## src/hdl/mp3fhp_pkg.sv

```systemverilog
// Shared types, constants and header decode functions of the MP3 frame header parser.
`default_nettype none

package mp3fhp_pkg;

    localparam int POS_W = 30;
    localparam logic [POS_W-1:0] POS_MAX = {POS_W{1'b1}};

    localparam int DIV_DIVIDEND_W = 29;
    localparam int DIV_QUOT_W     = 11;
    localparam int DIV_DIVISOR_W  = DIV_DIVIDEND_W - (DIV_QUOT_W - 1);
    localparam int DIV_CNT_W      = $clog2(DIV_QUOT_W);

    localparam logic [23:0] ID3_MAGIC = 24'h494433;

    localparam logic [2:0] STAT_OK            = 3'd0;
    localparam logic [2:0] STAT_NO_SYNC       = 3'd1;
    localparam logic [2:0] STAT_BAD_VERSION   = 3'd2;
    localparam logic [2:0] STAT_NOT_LAYER3    = 3'd3;
    localparam logic [2:0] STAT_RESERVED_RATE = 3'd4;
    localparam logic [2:0] STAT_TOO_SHORT     = 3'd5;

    localparam logic [1:0] VER_MPEG1   = 2'd1;
    localparam logic [1:0] VER_MPEG2   = 2'd2;
    localparam logic [1:0] VCODE_MPEG1 = 2'b11;
    localparam logic [1:0] VCODE_MPEG2 = 2'b10;
    localparam logic [1:0] LAYER3_CODE = 2'b01;
    localparam logic [1:0] SI_RESERVED = 2'b11;
    localparam logic [1:0] MONO_MODE   = 2'b11;

    localparam logic [20:0] SCALE_MPEG1 = 21'd1152000;
    localparam logic [20:0] SCALE_MPEG2 = 21'd576000;

    typedef enum logic [2:0] {
        PH_TAG_UNKNOWN,
        PH_TAG_ID3,
        PH_TAG_PLAIN,
        PH_HOLD,
        PH_SEARCH,
        PH_DONE
    } t_phase;

    typedef enum logic [1:0] {
        ST_IDLE,
        ST_MUL,
        ST_START,
        ST_DIV
    } t_ctl_state;

    typedef struct packed {
        logic [2:0]  status;
        logic [1:0]  version;
        logic [8:0]  bitrate;
        logic [15:0] sample_rate;
        logic        padding;
        logic [1:0]  channels;
    } t_hdr;

    function automatic logic [8:0] kbps_lookup(input logic lsf, input logic [3:0] idx);
        logic [8:0] v;
        v = '0;
        if (!lsf) begin
            case (idx)
                4'd1:    v = 9'd32;
                4'd2:    v = 9'd40;
                4'd3:    v = 9'd48;
                4'd4:    v = 9'd56;
                4'd5:    v = 9'd64;
                4'd6:    v = 9'd80;
                4'd7:    v = 9'd96;
                4'd8:    v = 9'd112;
                4'd9:    v = 9'd128;
                4'd10:   v = 9'd160;
                4'd11:   v = 9'd192;
                4'd12:   v = 9'd224;
                4'd13:   v = 9'd256;
                4'd14:   v = 9'd320;
                default: v = 9'd0;
            endcase
        end else begin
            case (idx)
                4'd1:    v = 9'd8;
                4'd2:    v = 9'd16;
                4'd3:    v = 9'd24;
                4'd4:    v = 9'd32;
                4'd5:    v = 9'd40;
                4'd6:    v = 9'd48;
                4'd7:    v = 9'd56;
                4'd8:    v = 9'd64;
                4'd9:    v = 9'd80;
                4'd10:   v = 9'd96;
                4'd11:   v = 9'd112;
                4'd12:   v = 9'd128;
                4'd13:   v = 9'd144;
                4'd14:   v = 9'd160;
                default: v = 9'd0;
            endcase
        end
        return v;
    endfunction

    function automatic logic [15:0] hz_lookup(input logic lsf, input logic [1:0] idx);
        logic [15:0] v;
        case ({lsf, idx})
            3'b000:  v = 16'd44100;
            3'b001:  v = 16'd48000;
            3'b010:  v = 16'd32000;
            3'b100:  v = 16'd22050;
            3'b101:  v = 16'd24000;
            3'b110:  v = 16'd16000;
            default: v = 16'd0;
        endcase
        return v;
    endfunction

    function automatic logic is_sync(input logic [31:0] w);
        return (w[31:24] == 8'hff) && (w[23:21] == 3'b111);
    endfunction

    function automatic t_hdr decode_header(input logic [31:0] w);
        t_hdr h;
        logic lsf;
        h = '0;
        case (w[20:19])
            VCODE_MPEG1: h.version = VER_MPEG1;
            VCODE_MPEG2: h.version = VER_MPEG2;
            default:     h.status  = STAT_BAD_VERSION;
        endcase
        if (h.status == STAT_OK && w[18:17] != LAYER3_CODE) begin
            h.status = STAT_NOT_LAYER3;
        end else if (h.status == STAT_OK && w[11:10] == SI_RESERVED) begin
            h.status = STAT_RESERVED_RATE;
        end
        lsf = (h.version == VER_MPEG2);
        if (h.status == STAT_OK) begin
            h.bitrate     = kbps_lookup(lsf, w[15:12]);
            h.sample_rate = hz_lookup(lsf, w[11:10]);
            h.padding     = w[9];
            h.channels    = (w[7:6] == MONO_MODE) ? 2'd1 : 2'd2;
        end else begin
            h.version = '0;
        end
        return h;
    endfunction

endpackage

`default_nettype wire

```

## src/hdl/mp3fhp_div.sv

```systemverilog
// Iterative restoring divider that produces one quotient bit per cycle for the frame length.
`default_nettype none

module mp3fhp_div
    import mp3fhp_pkg::*;
(
    input  wire logic                      i_clk,
    input  wire logic                      i_rst_n,
    input  wire logic                      i_start,
    input  wire logic [DIV_DIVIDEND_W-1:0] i_dividend,
    input  wire logic [DIV_DIVISOR_W-1:0]  i_divisor,
    output logic                           o_done,
    output logic [DIV_QUOT_W-1:0]          o_quot
);

    logic                      r_busy;
    logic [DIV_CNT_W-1:0]      r_cnt;
    logic [DIV_DIVIDEND_W-1:0] r_rem;
    logic [DIV_DIVIDEND_W-1:0] r_dsr;
    logic [DIV_QUOT_W-2:0]     r_q;
    logic                      c_ge;
    logic [DIV_DIVIDEND_W-1:0] c_sub;

    assign c_ge   = (r_rem >= r_dsr);
    assign c_sub  = r_rem - r_dsr;
    assign o_done = r_busy && (r_cnt == '0);
    assign o_quot = {r_q, c_ge};

    always_ff @(posedge i_clk) begin
        if (!i_rst_n) begin
            r_busy <= 1'b0;
            r_cnt  <= '0;
        end else if (i_start) begin
            r_busy <= 1'b1;
            r_cnt  <= DIV_CNT_W'(DIV_QUOT_W - 1);
        end else if (r_busy) begin
            r_cnt <= r_cnt - 1'b1;
            if (r_cnt == '0) begin
                r_busy <= 1'b0;
            end
        end
    end

    always_ff @(posedge i_clk) begin
        if (i_start) begin
            r_rem <= i_dividend;
            r_dsr <= {i_divisor, {(DIV_QUOT_W-1){1'b0}}};
            r_q   <= '0;
        end else if (r_busy) begin
            r_rem <= c_ge ? c_sub : r_rem;
            r_dsr <= r_dsr >> 1;
            r_q   <= {r_q[DIV_QUOT_W-3:0], c_ge};
        end
    end

endmodule

`default_nettype wire

```

## src/hdl/mp3_frame_header_parser.sv

```systemverilog
// Top level of the MP3 frame header parser: byte scanner, header decode and frame length sequencer.
// The input channel takes one stream byte per request (i_data_byte with the i_first_byte
// and i_last_byte marks) and the output channel gives one result per stream.
// A byte that gives no result, or that ends the stream in an error, leaves the sequencer idle;
// an error result appears on the output in the cycle after its byte is accepted.
// A byte that completes a valid Layer III header starts the frame length sequence: the
// multiplier state, the divider load state and the divide state that waits for the divider,
// after which the result is registered on the output; o_in_stall is high meanwhile.
// The divider makes one compare-and-subtract per cycle, one per quotient bit.
// A first-byte mark clears the scan state before the byte is taken, also mid-stream.
// After the result of a stream, bytes are accepted and dropped until the next first byte.
// The result sits in an output register; while the receiver holds i_out_stall with a result
// waiting, new bytes are held off with o_in_stall, and the result stays unchanged.
// Synchronous reset clears the scan state, the sequencer and the output valid flag.
`default_nettype none

module mp3_frame_header_parser
    import mp3fhp_pkg::*;
(
    input  wire logic        i_clk,
    input  wire logic        i_rst_n,
    input  wire logic        i_in_valid,
    output logic             o_in_stall,
    input  wire logic [7:0]  i_data_byte,
    input  wire logic        i_first_byte,
    input  wire logic        i_last_byte,
    output logic             o_out_valid,
    input  wire logic        i_out_stall,
    output logic [2:0]       o_status,
    output logic [1:0]       o_mpeg_version,
    output logic [8:0]       o_bitrate_kbps,
    output logic [15:0]      o_sample_rate_hz,
    output logic             o_padding_bit,
    output logic [1:0]       o_channel_count,
    output logic [10:0]      o_frame_bytes,
    output logic [29:0]      o_audio_offset
);

    t_ctl_state r_state, n_state;
    t_phase     r_phase, n_phase;
    logic [POS_W-1:0] r_pos, n_pos;
    logic [POS_W-1:0] r_skip, n_skip;
    logic [31:0]      r_win, n_win;
    logic             r_given, n_given;
    t_hdr             r_hdr, n_hdr;
    logic [DIV_DIVIDEND_W-1:0] r_prod, n_prod;

    logic        r_o_valid, n_o_valid;
    logic [2:0]  r_o_status, n_o_status;
    logic [1:0]  r_o_ver, n_o_ver;
    logic [8:0]  r_o_br, n_o_br;
    logic [15:0] r_o_sr, n_o_sr;
    logic        r_o_pad, n_o_pad;
    logic [1:0]  r_o_ch, n_o_ch;
    logic [10:0] r_o_fb, n_o_fb;
    logic [29:0] r_o_off, n_o_off;

    logic             c_acc;
    t_phase           c_phase;
    logic [POS_W-1:0] c_pos;
    logic [POS_W-1:0] c_skip;
    logic [31:0]      c_win;
    logic             c_given;
    logic [31:0]      c_win_new;
    t_hdr             c_hdr;
    logic             c_sync;
    logic [28:0]      c_tag_size;
    logic [20:0]      c_scale;
    logic [29:0]      c_prod;

    logic                     div_start;
    logic                     div_done;
    logic [DIV_QUOT_W-1:0]    div_quot;

    assign o_in_stall = (r_state != ST_IDLE) || (r_o_valid && i_out_stall);
    assign c_acc      = i_in_valid && !o_in_stall;

    assign c_phase   = i_first_byte ? PH_TAG_UNKNOWN : r_phase;
    assign c_pos     = i_first_byte ? '0 : r_pos;
    assign c_skip    = i_first_byte ? '0 : r_skip;
    assign c_win     = i_first_byte ? '0 : r_win;
    assign c_given   = i_first_byte ? 1'b0 : r_given;
    assign c_win_new = (c_phase != PH_HOLD) ? {c_win[23:0], i_data_byte} : c_win;
    assign c_hdr     = decode_header(c_win_new);
    assign c_sync    = is_sync(c_win_new);

    assign c_tag_size = {c_win_new[31:24], 21'b0} | {7'b0, c_win_new[23:16], 14'b0} |
                        {14'b0, c_win_new[15:8], 7'b0} | {21'b0, c_win_new[7:0]};

    assign c_scale = (r_hdr.version == VER_MPEG1) ? SCALE_MPEG1 : SCALE_MPEG2;
    assign c_prod  = 30'(r_hdr.bitrate) * 30'(c_scale);

    mp3fhp_div u_div (
        .i_clk      (i_clk),
        .i_rst_n    (i_rst_n),
        .i_start    (div_start),
        .i_dividend (r_prod),
        .i_divisor  ({r_hdr.sample_rate, 3'b000}),
        .o_done     (div_done),
        .o_quot     (div_quot)
    );

    always_comb begin
        logic v_dec;
        v_dec      = 1'b0;
        n_state    = r_state;
        n_phase    = r_phase;
        n_pos      = r_pos;
        n_skip     = r_skip;
        n_win      = r_win;
        n_given    = r_given;
        n_hdr      = r_hdr;
        n_prod     = r_prod;
        div_start  = 1'b0;
        n_o_valid  = r_o_valid && i_out_stall;
        n_o_status = r_o_status;
        n_o_ver    = r_o_ver;
        n_o_br     = r_o_br;
        n_o_sr     = r_o_sr;
        n_o_pad    = r_o_pad;
        n_o_ch     = r_o_ch;
        n_o_fb     = r_o_fb;
        n_o_off    = r_o_off;

        case (r_state)
            ST_IDLE: begin
                if (c_acc) begin
                    n_phase = c_phase;
                    n_pos   = c_pos;
                    n_skip  = c_skip;
                    n_win   = c_win;
                    n_given = c_given;
                    if (!c_given) begin
                        n_win = c_win_new;
                        case (c_phase)
                            PH_TAG_UNKNOWN: begin
                                if (c_pos >= POS_W'(2)) begin
                                    n_phase = (c_win_new[23:0] == ID3_MAGIC) ?
                                              PH_TAG_ID3 : PH_TAG_PLAIN;
                                end
                            end
                            PH_TAG_ID3: begin
                                if (c_pos >= POS_W'(9)) begin
                                    n_skip  = {1'b0, c_tag_size} + POS_W'(10);
                                    n_phase = PH_SEARCH;
                                end
                            end
                            PH_TAG_PLAIN: begin
                                if (c_pos >= POS_W'(3) && c_sync) begin
                                    if (c_pos >= POS_W'(9)) begin
                                        v_dec = 1'b1;
                                    end else begin
                                        n_phase = PH_HOLD;
                                    end
                                end else if (c_pos >= POS_W'(9)) begin
                                    n_phase = PH_SEARCH;
                                end
                            end
                            PH_HOLD: begin
                                if (c_pos >= POS_W'(9)) begin
                                    v_dec = 1'b1;
                                end
                            end
                            PH_SEARCH: begin
                                if ({1'b0, c_pos} >= ({1'b0, c_skip} + 31'd3) && c_sync) begin
                                    v_dec = 1'b1;
                                end
                            end
                            default: begin
                            end
                        endcase

                        n_pos = (c_pos != POS_MAX) ? c_pos + 1'b1 : c_pos;

                        if (v_dec) begin
                            n_given = 1'b1;
                            n_phase = PH_DONE;
                            n_o_off = n_skip;
                            if (c_hdr.status != STAT_OK) begin
                                n_o_valid  = 1'b1;
                                n_o_status = c_hdr.status;
                                n_o_ver    = '0;
                                n_o_br     = '0;
                                n_o_sr     = '0;
                                n_o_pad    = 1'b0;
                                n_o_ch     = '0;
                                n_o_fb     = '0;
                            end else begin
                                n_hdr   = c_hdr;
                                n_state = ST_MUL;
                            end
                        end else if (i_last_byte) begin
                            n_given    = 1'b1;
                            n_phase    = PH_DONE;
                            n_o_valid  = 1'b1;
                            n_o_status = (n_phase == PH_SEARCH || c_phase == PH_SEARCH ||
                                          (c_phase == PH_TAG_PLAIN && c_pos >= POS_W'(9)) ||
                                          (c_phase == PH_TAG_ID3 && c_pos >= POS_W'(9))) ?
                                         STAT_NO_SYNC : STAT_TOO_SHORT;
                            n_o_ver    = '0;
                            n_o_br     = '0;
                            n_o_sr     = '0;
                            n_o_pad    = 1'b0;
                            n_o_ch     = '0;
                            n_o_fb     = '0;
                            n_o_off    = n_skip;
                        end
                    end
                end
            end
            ST_MUL: begin
                n_prod  = c_prod[DIV_DIVIDEND_W-1:0];
                n_state = ST_START;
            end
            ST_START: begin
                div_start = 1'b1;
                n_state   = ST_DIV;
            end
            ST_DIV: begin
                if (div_done) begin
                    n_o_valid  = 1'b1;
                    n_o_status = STAT_OK;
                    n_o_ver    = r_hdr.version;
                    n_o_br     = r_hdr.bitrate;
                    n_o_sr     = r_hdr.sample_rate;
                    n_o_pad    = r_hdr.padding;
                    n_o_ch     = r_hdr.channels;
                    n_o_fb     = div_quot + {{(DIV_QUOT_W-1){1'b0}}, r_hdr.padding};
                    n_state    = ST_IDLE;
                end
            end
            default: begin
                n_state = ST_IDLE;
            end
        endcase
    end

    always_ff @(posedge i_clk) begin
        if (!i_rst_n) begin
            r_state <= ST_IDLE;
        end else begin
            r_state <= n_state;
        end
    end

    always_ff @(posedge i_clk) begin
        if (!i_rst_n) begin
            r_phase   <= PH_TAG_UNKNOWN;
            r_pos     <= '0;
            r_skip    <= '0;
            r_win     <= '0;
            r_given   <= 1'b0;
            r_o_valid <= 1'b0;
        end else begin
            r_phase   <= n_phase;
            r_pos     <= n_pos;
            r_skip    <= n_skip;
            r_win     <= n_win;
            r_given   <= n_given;
            r_o_valid <= n_o_valid;
        end
    end

    always_ff @(posedge i_clk) begin
        r_hdr      <= n_hdr;
        r_prod     <= n_prod;
        r_o_status <= n_o_status;
        r_o_ver    <= n_o_ver;
        r_o_br     <= n_o_br;
        r_o_sr     <= n_o_sr;
        r_o_pad    <= n_o_pad;
        r_o_ch     <= n_o_ch;
        r_o_fb     <= n_o_fb;
        r_o_off    <= n_o_off;
    end

    assign o_out_valid      = r_o_valid;
    assign o_status         = r_o_status;
    assign o_mpeg_version   = r_o_ver;
    assign o_bitrate_kbps   = r_o_br;
    assign o_sample_rate_hz = r_o_sr;
    assign o_padding_bit    = r_o_pad;
    assign o_channel_count  = r_o_ch;
    assign o_frame_bytes    = r_o_fb;
    assign o_audio_offset   = r_o_off;

endmodule

`default_nettype wire

```

## config.mk

```make
export PLATFORM = sky130hd
export DESIGN_NAME = mp3_frame_header_parser
export DESIGN_NICKNAME = d
export VERILOG_FILES = /design/src/hdl/mp3fhp_pkg.sv /design/src/hdl/mp3fhp_div.sv /design/src/hdl/mp3_frame_header_parser.sv
export SDC_FILE = /design/constraint.sdc
export NUM_CORES = 1
export LEC_CHECK = 0
export BUFFER_PORTS_ARGS = -buffer_cell sky130_fd_sc_hd__buf_2
export CAP_MARGIN = 10
export CORE_UTILIZATION = 55
export CTS_CLUSTER_DIAMETER = 120
export DETAILED_ROUTE_END_ITERATION = 10
export PLACE_DENSITY = 0.73
export SLEW_MARGIN = 5
export SYNTH_ARGS = -nofsm -noshare
export SYNTH_HDL_FRONTEND = slang
export SYNTH_SLANG_ARGS = --single-unit
```

## constraint.sdc

```tcl
create_clock -name i_clk -period 18.54 [get_ports i_clk]
set_clock_uncertainty 0.15 [all_clocks]
set_input_delay 3.708 -clock i_clk [delete_from_list [all_inputs] [get_ports i_clk]]
set_output_delay 3.708 -clock i_clk [all_outputs]
set_load 0.05 [all_outputs]
```

==> qor.yml, run 1 <==
run_status:
  status: "finished, final reports clean"
synthesis:
  synth_adder_area_share_pct: 10.6
  synth_compound_area_share_pct: 12.7
  synthSimpleGateAreaFrac_pct: 22.9
  ys_ff_latch: 279
  syn_area_per_cell_um2: 9.00
  ys.flop_type: "edfxtp_1"
  synth_edf_count: 152
  async_reset_ff_share_pct: 0
  synthMuxAreaShare_pct: 3.10
  synthCells: 1948
  seq_area_frac_synth_pct: 40.5
  synth_xor_area_share_pct: 5.84
  synth_cell_types: 82
  synth_area_um2: 17500
  synth_top_family_by_area: "simple AND/OR/NAND/NOR gates"
  synth_warnings: 0
timing:
  fmax_mhz: 103
  slew_violations: 0
  setup_tns_ns: 0
  period_needed_ns: 9.71
  post-route-period-util_pct: 52.4
  tightestPinTransition_ns: 1.17
  hold_viol_final: 0
  setup_viol: 0
  rsz0062_at_grt: "false"
  relSlewSlack_pct: 21.7
setup_path:
  worst-endpoint-required_ns: 18.56
  cpMostUsedCell: "nand2_1"
  crit_family: "simple AND/OR/NAND/NOR gates"
  cp-start-kind: "input pin"
  worstPathMaxFanout: 38
  end_kind: "flip-flop"
  crit_type: "input pin to flip-flop"
  crit_arrival_ns: 9.73
  slowest_stage: "inv_1"
  reg2reg_setup_slack_ns: 12.72
  slowest_delay_ns: 0.88
  cp_cell_sequence: "buf_2, inv_1, buf_4, nand2_1, ha_1, or4b_2, nor3_1, and2_1, nand2_1, nor2_1, xnor2_1, nand2_1, ha_1, nand2_1, o21a_1, o211ai_1, a41oi_1, or4_4, o22ai_2, o21ai_0, inv_1"
  crit_buf_inv: 4
pwr:
  switching_share_pct: 24.8
  intPower_mw: 1.07
  switching_power_uw: 353
  powerDensity_nw_per_um2: 73.7
  combPwrFrac_pct: 8.0
  pwr-share-seq_pct: 47.0
  p_clk_share_pct: 44.9
  ir_worst_vdd_mv: 0.0635
  total_leakage_power_nw: 7.18
cts:
  root_buffer: "clkbuf_16"
  hold_buffers: 0
  clkLatencyLatePin_ns: 0.56
  numCtsBuffers: 31
  cts_resized: 0
  cts_tree: "done"
  path_clk_slew_ns: 0.06
  htreeDepth: 1
  cts_num_sinks: 279
  cts_setup_buffers: 0
  clockBufferDepth: 3
final_layout:
  num-nets-final: 2148
  seqCellArea_um2: 7110
  area_growth_syn_to_layout_pct: 10.0
  stdcell_area_um2: 19300
  multi_input_area_um2: 9740
  final.fill_count: 2688
  final_cell_mix: "287 x nand2_1, 152 x edfxtp_1, 149 x nor2_1"
  drive_gt1_share_pct: 9.35
  insertedDiodeCount: 0
  mostFrequentLayoutCell: "nand2_1"
grt:
  antenna_found_initial: 0
  gr-total-overflow: 0
  grt_max_degree: 82
  grt_pass1_wl_um: 69900
  grtUsageTotal_pct: 26.2
  grt_pass1_vias: 13710
floorplanning:
  core_um2: 31500
  io_pins: 90
  initial_utilization_pct: 55.7
  die_x_um: 181
  die-area_um2: 32600
  die_height_um: 181
  std_cell_rows: 65
detailed_routing:
  drt-initial-drc-count: 1123
  ant_nets: 0
  avgViaCountPerCell: 5.90
  vias: 14285
  firstDrtPassIters: 6
  routedWlPerCell_um: 17.8
  wl_um: 43100
  route.detailed.drc: 0
place:
  io_buffers: 83
  placed_area_um2: 18200
  post-dp-hpwl_um: 31600
  routabilityCongestion: 0.927
min_path:
  hold_class: "flip-flop to flip-flop"
flow_run:
  max-cap-violations: 0
-- worst paths after layout --
check | startpoint | to | cells after the start
worst max-delay path | i_first_byte | o_audio_offset[3] | 21
worst min-delay path | r_skip[26] | r_skip[26] | 2
worst max register to register | r_skip[0] | o_audio_offset[3] | 18
worst min register to register | r_skip[26] | r_skip[26] | 2
-- worst min-delay path, cell delays in order, from the launching register on --
cell and delay, ns:
dfxtp_1 0.33, nand2_1 0.05, o21ai_0 0.06
-- state kept, by name (all words and copies together) (netlist names), 17 cells and up --
signal	flops
r_win	32
o_audio_offset	30
r_pos	30
r_skip	30
u_div.r_dsr	29
u_div.r_rem	29
r_hdr	23
r_prod	17
-- through the flow --
step / power (mW) / utilization [%] / hold WS, ns / std cells / setup slack [ns]
global placement: 0.793 / 57.9 / 0.285 / 2366 / 8.38
CTS: 1.43 / 61.3 / 0.318 / 2423 / 8.85
floorplan: 0.766 / - / 0.275 / 1962 / 6.30
global route: 1.46 / 61.3 / 0.357 / 2423 / 8.40
detailed placement: 0.795 / 57.9 / 0.304 / 2366 / 8.31
finish: 1.42 / 61.3 / 0.323 / 2423 / 8.83
-- layout make-up --
cell class                      count  area share, %
Clock inverter                     22           1.18
Timing Repair Buffer               99           2.78
Inverter                           92           1.79
Clock buffer                       35           4.31
Tap cell                          402           2.61
Sequential cell                   279           36.8
Multi-Input combinational cell   1494           50.5
-- cell families (layout without fill, tap and decap cells) --
logic type / count (synthesis) / after routing
other: 2 / 16
xor gates and xnor gates: 117 / 117
muxes: 52 / 52
adders and majority gates: 137 / 137
DFF: 279 / 279
and+or+nand+nor: 819 / 819
buffers and inverters: 189 / 248
AOI/OAI and AO/OA: 353 / 353
-- layer usage --
metal / part of all wire, % / track usage [%] / vias up
li1: - / - / 6942
met4: 2.8 / 8.07 / 0
met3: 5.8 / 3.05 / 84
met1: 42 / 33.7 / 6838
met2: 49 / 46.0 / 421
met5: 0 / 0 / -
-- power by group through the flow --
| stage | clock network, mW | logic, mW | registers (mW) |
|---|---|---|---|
| floorplan | 0 | 0.0649 | 0.701 |
| global placement | 0 | 0.111 | 0.682 |
| detailed placement | 0 | 0.114 | 0.682 |
| CTS | 0.646 | 0.114 | 0.669 |
| global route | 0.672 | 0.124 | 0.669 |
| finish | 0.639 | 0.114 | 0.669 |
-- cells in the mapped netlist, drive strengths merged (50+ instances only) --
cell    instances  area (um^2)
a21oi         116          581
and2           70          438
clkbuf         73          275
dfxtp         127         2540
edfxtp        152         4560
ha            117         1460
inv            92          345
mux2i          50          521
nand2         287         1080
nand3          70          350
nor2          149          559
o21ai          93          465
xnor2          72          631
(Power assumes the default switching activity.)
==> inputs of run 2 (changes only) <==
--- a/config.mk
+++ b/config.mk
@@ -10,7 +10,7 @@
 export CORE_UTILIZATION = 55
 export CTS_CLUSTER_DIAMETER = 120
 export DETAILED_ROUTE_END_ITERATION = 10
-export PLACE_DENSITY = 0.73
+export PLACE_DENSITY = 0.76
 export SLEW_MARGIN = 5
 export SYNTH_ARGS = -nofsm -noshare
 export SYNTH_HDL_FRONTEND = slang
==> constraint.sdc (replaced) <==
create_clock -name i_clk -period 8.8 [get_ports i_clk]
set_clock_uncertainty 0.15 [all_clocks]
set_input_delay 1.76 -clock i_clk [delete_from_list [all_inputs] [get_ports i_clk]]
set_output_delay 1.76 -clock i_clk [all_outputs]
set_load 0.05 [all_outputs]
==> run 2 against run 1 <==
- final area down 0.12%
- worst hold slack worse by 0.015 ns
- utilization down 0.072 points
- sequential share of layout area about the same
- combinational power up 110%
- non-clock buffer count up 1
- via count up 0.91%
- sequential cell count unchanged
- wire length up 1.7%
- cell count unchanged
- highest routed layer unchanged
==> qor.yml, run 2 (same netlist as run 1, synthesis figures left out) <==
run_status:
  status: "finished, final reports clean"
detailed_routing:
  vias: 14415
  avgViaCountPerCell: 5.95
  ant_nets: 0
  route.detailed.drc: 0
  drt-initial-drc-count: 1164
  routedWlPerCell_um: 18.1
  firstDrtPassIters: 6
  wl_um: 43800
cts:
  clkLatencyLatePin_ns: 0.56
  cts_num_sinks: 279
  cts_resized: 0
  path_clk_slew_ns: 0.06
  hold_buffers: 0
  clockBufferDepth: 3
  htreeDepth: 1
  numCtsBuffers: 30
  cts_tree: "done"
  root_buffer: "clkbuf_16"
  cts_setup_buffers: 0
timing:
  tightestPinTransition_ns: 1.15
  rsz0062_at_grt: "false"
  slew_violations: 0
  post-route-period-util_pct: 81.8
  setup_tns_ns: 0
  setup_viol: 0
  holdWs_ns: 0.307
  hold_viol_final: 0
  fmax_mhz: 139
  relSlewSlack_pct: 23.5
  period_needed_ns: 7.20
final_layout:
  post-route-util_pct: 61.2
  num-nets-final: 2148
  instances_no_fill: 2423
  insertedDiodeCount: 0
  final_cell_mix: "287 x nand2_1, 152 x edfxtp_1, 149 x nor2_1"
  area_growth_syn_to_layout_pct: 9.91
  largest_reg_flops: 32
  mostFrequentLayoutCell: "nand2_1"
  largest_register: "r_win"
  drive_gt1_share_pct: 9.10
place:
  post-dp-hpwl_um: 31600
  routabilityCongestion: 0.882
  dp.cells: 2366
  io_buffers: 83
min_path:
  min_delay_path_depth: 2
  worstHoldStart: "r_skip[26]"
  hold_class: "flip-flop to flip-flop"
  whs_endpoint: "r_skip[26]"
grt:
  grtUsageTotal_pct: 26.4
  antenna_found_initial: 0
  grt_pass1_wl_um: 69900
  gr-total-overflow: 0
  grt_max_degree: 88
  grt_pass1_vias: 13706
setup_path:
  crit_buf_inv: 3
  rr_worst_depth: 18
  reg2reg_setup_slack_ns: 2.96
  r2r-end: "o_audio_offset[27]"
  rr_startpoint: "r_skip[0]"
  slowest_delay_ns: 0.88
  cp-start-kind: "input pin"
  crit_start: "i_first_byte"
  worst-path-stages: 20
  end_kind: "flip-flop"
  cp_cell_sequence: "buf_2, inv_1, nand2_1, ha_1, or4b_2, nor3_1, and2_1, nand2_1, nor2_1, xnor2_1, nand2_1, ha_1, nand2_1, o21a_1, o211ai_1, a41oi_1, or4_4, o22ai_2, o21ai_0, inv_1"
  cpMostUsedCell: "nand2_1"
  crit_arrival_ns: 7.22
  slowest_stage: "inv_1"
  crit_type: "input pin to flip-flop"
  worst-endpoint-required_ns: 8.82
  worstPathMaxFanout: 30
  crit_family: "simple AND/OR/NAND/NOR gates"
flow_run:
  max-cap-violations: 0
floorplanning:
  initial_utilization_pct: 55.7
  die-area_um2: 32600
  die_height_um: 181
  io_pins: 90
  core_um2: 31500
  std_cell_rows: 65
  die_x_um: 181
pwr:
  ir_worst_vdd_mv: 0.180
  total_leakage_power_nw: 7.16
  powerDensity_nw_per_um2: 152
  p_total_mw: 2.92
## run 2: cell count changes in the layout (fill, tap and decap cells not counted), moves of 2 or more
cell	before	now
bufinv_16	4	0
clkbuf_1	1	7
clkbuf_16	32	34
clkbuf_8	2	5
clkinv_2	10	3
clkinv_4	0	2
inv_4	2	4
inv_6	3	0
## run 2: power by group
group / total, mW / internal, mW / switching, mW
clock: 1.27 / 0.742 / 0.530
sequential: 1.41 / 1.39 / 0.0204
combinational: 0.241 / 0.0652 / 0.176
## run 2: routing by layer
layer / vias up / share of wire [%] / GRT usage [%]
met5: - / 0 / 0
met4: 0 / 4.3 / 10.9
met3: 125 / 6.1 / 3.52
met2: 502 / 48 / 44.6
met1: 6837 / 42 / 34.0
li1: 6951 / - / -
## run 2: worst max path at each step
stage,endpoint
2_1_floorplan,o_bitrate_kbps[3]
3_5_place_dp,o_audio_offset[3]
6_report,o_audio_offset[27]
5_1_grt,o_audio_offset[27]
4_1_cts,o_audio_offset[27]
3_3_place_gp,o_audio_offset[3]
## run 2: area by class of cell
type | instances | area, um^2
clock buffer | 46 | 946
clock inverter | 10 | 65.1
fill | 2604 | 12200
inverter | 92 | 345
multi-input combinational | 1494 | 9760
sequential | 279 | 7110
tap | 402 | 503
timing repair buffer | 100 | 551
## run 2: per-stage QoR
step | worst slack, ns | instance area, um^2
floorplan | 0.287 | 17600
global placement | 1.13 | 18200
detailed placement | 1.03 | 18200
CTS | 1.60 | 19300
global route | 1.13 | 19300
finish | 1.60 | 19300
## run 2: worst min-delay path, cell delays in order (launching register included)
cell and delay [ns]:
dfxtp_1 0.32, nand2_1 0.05, o21ai_0 0.06
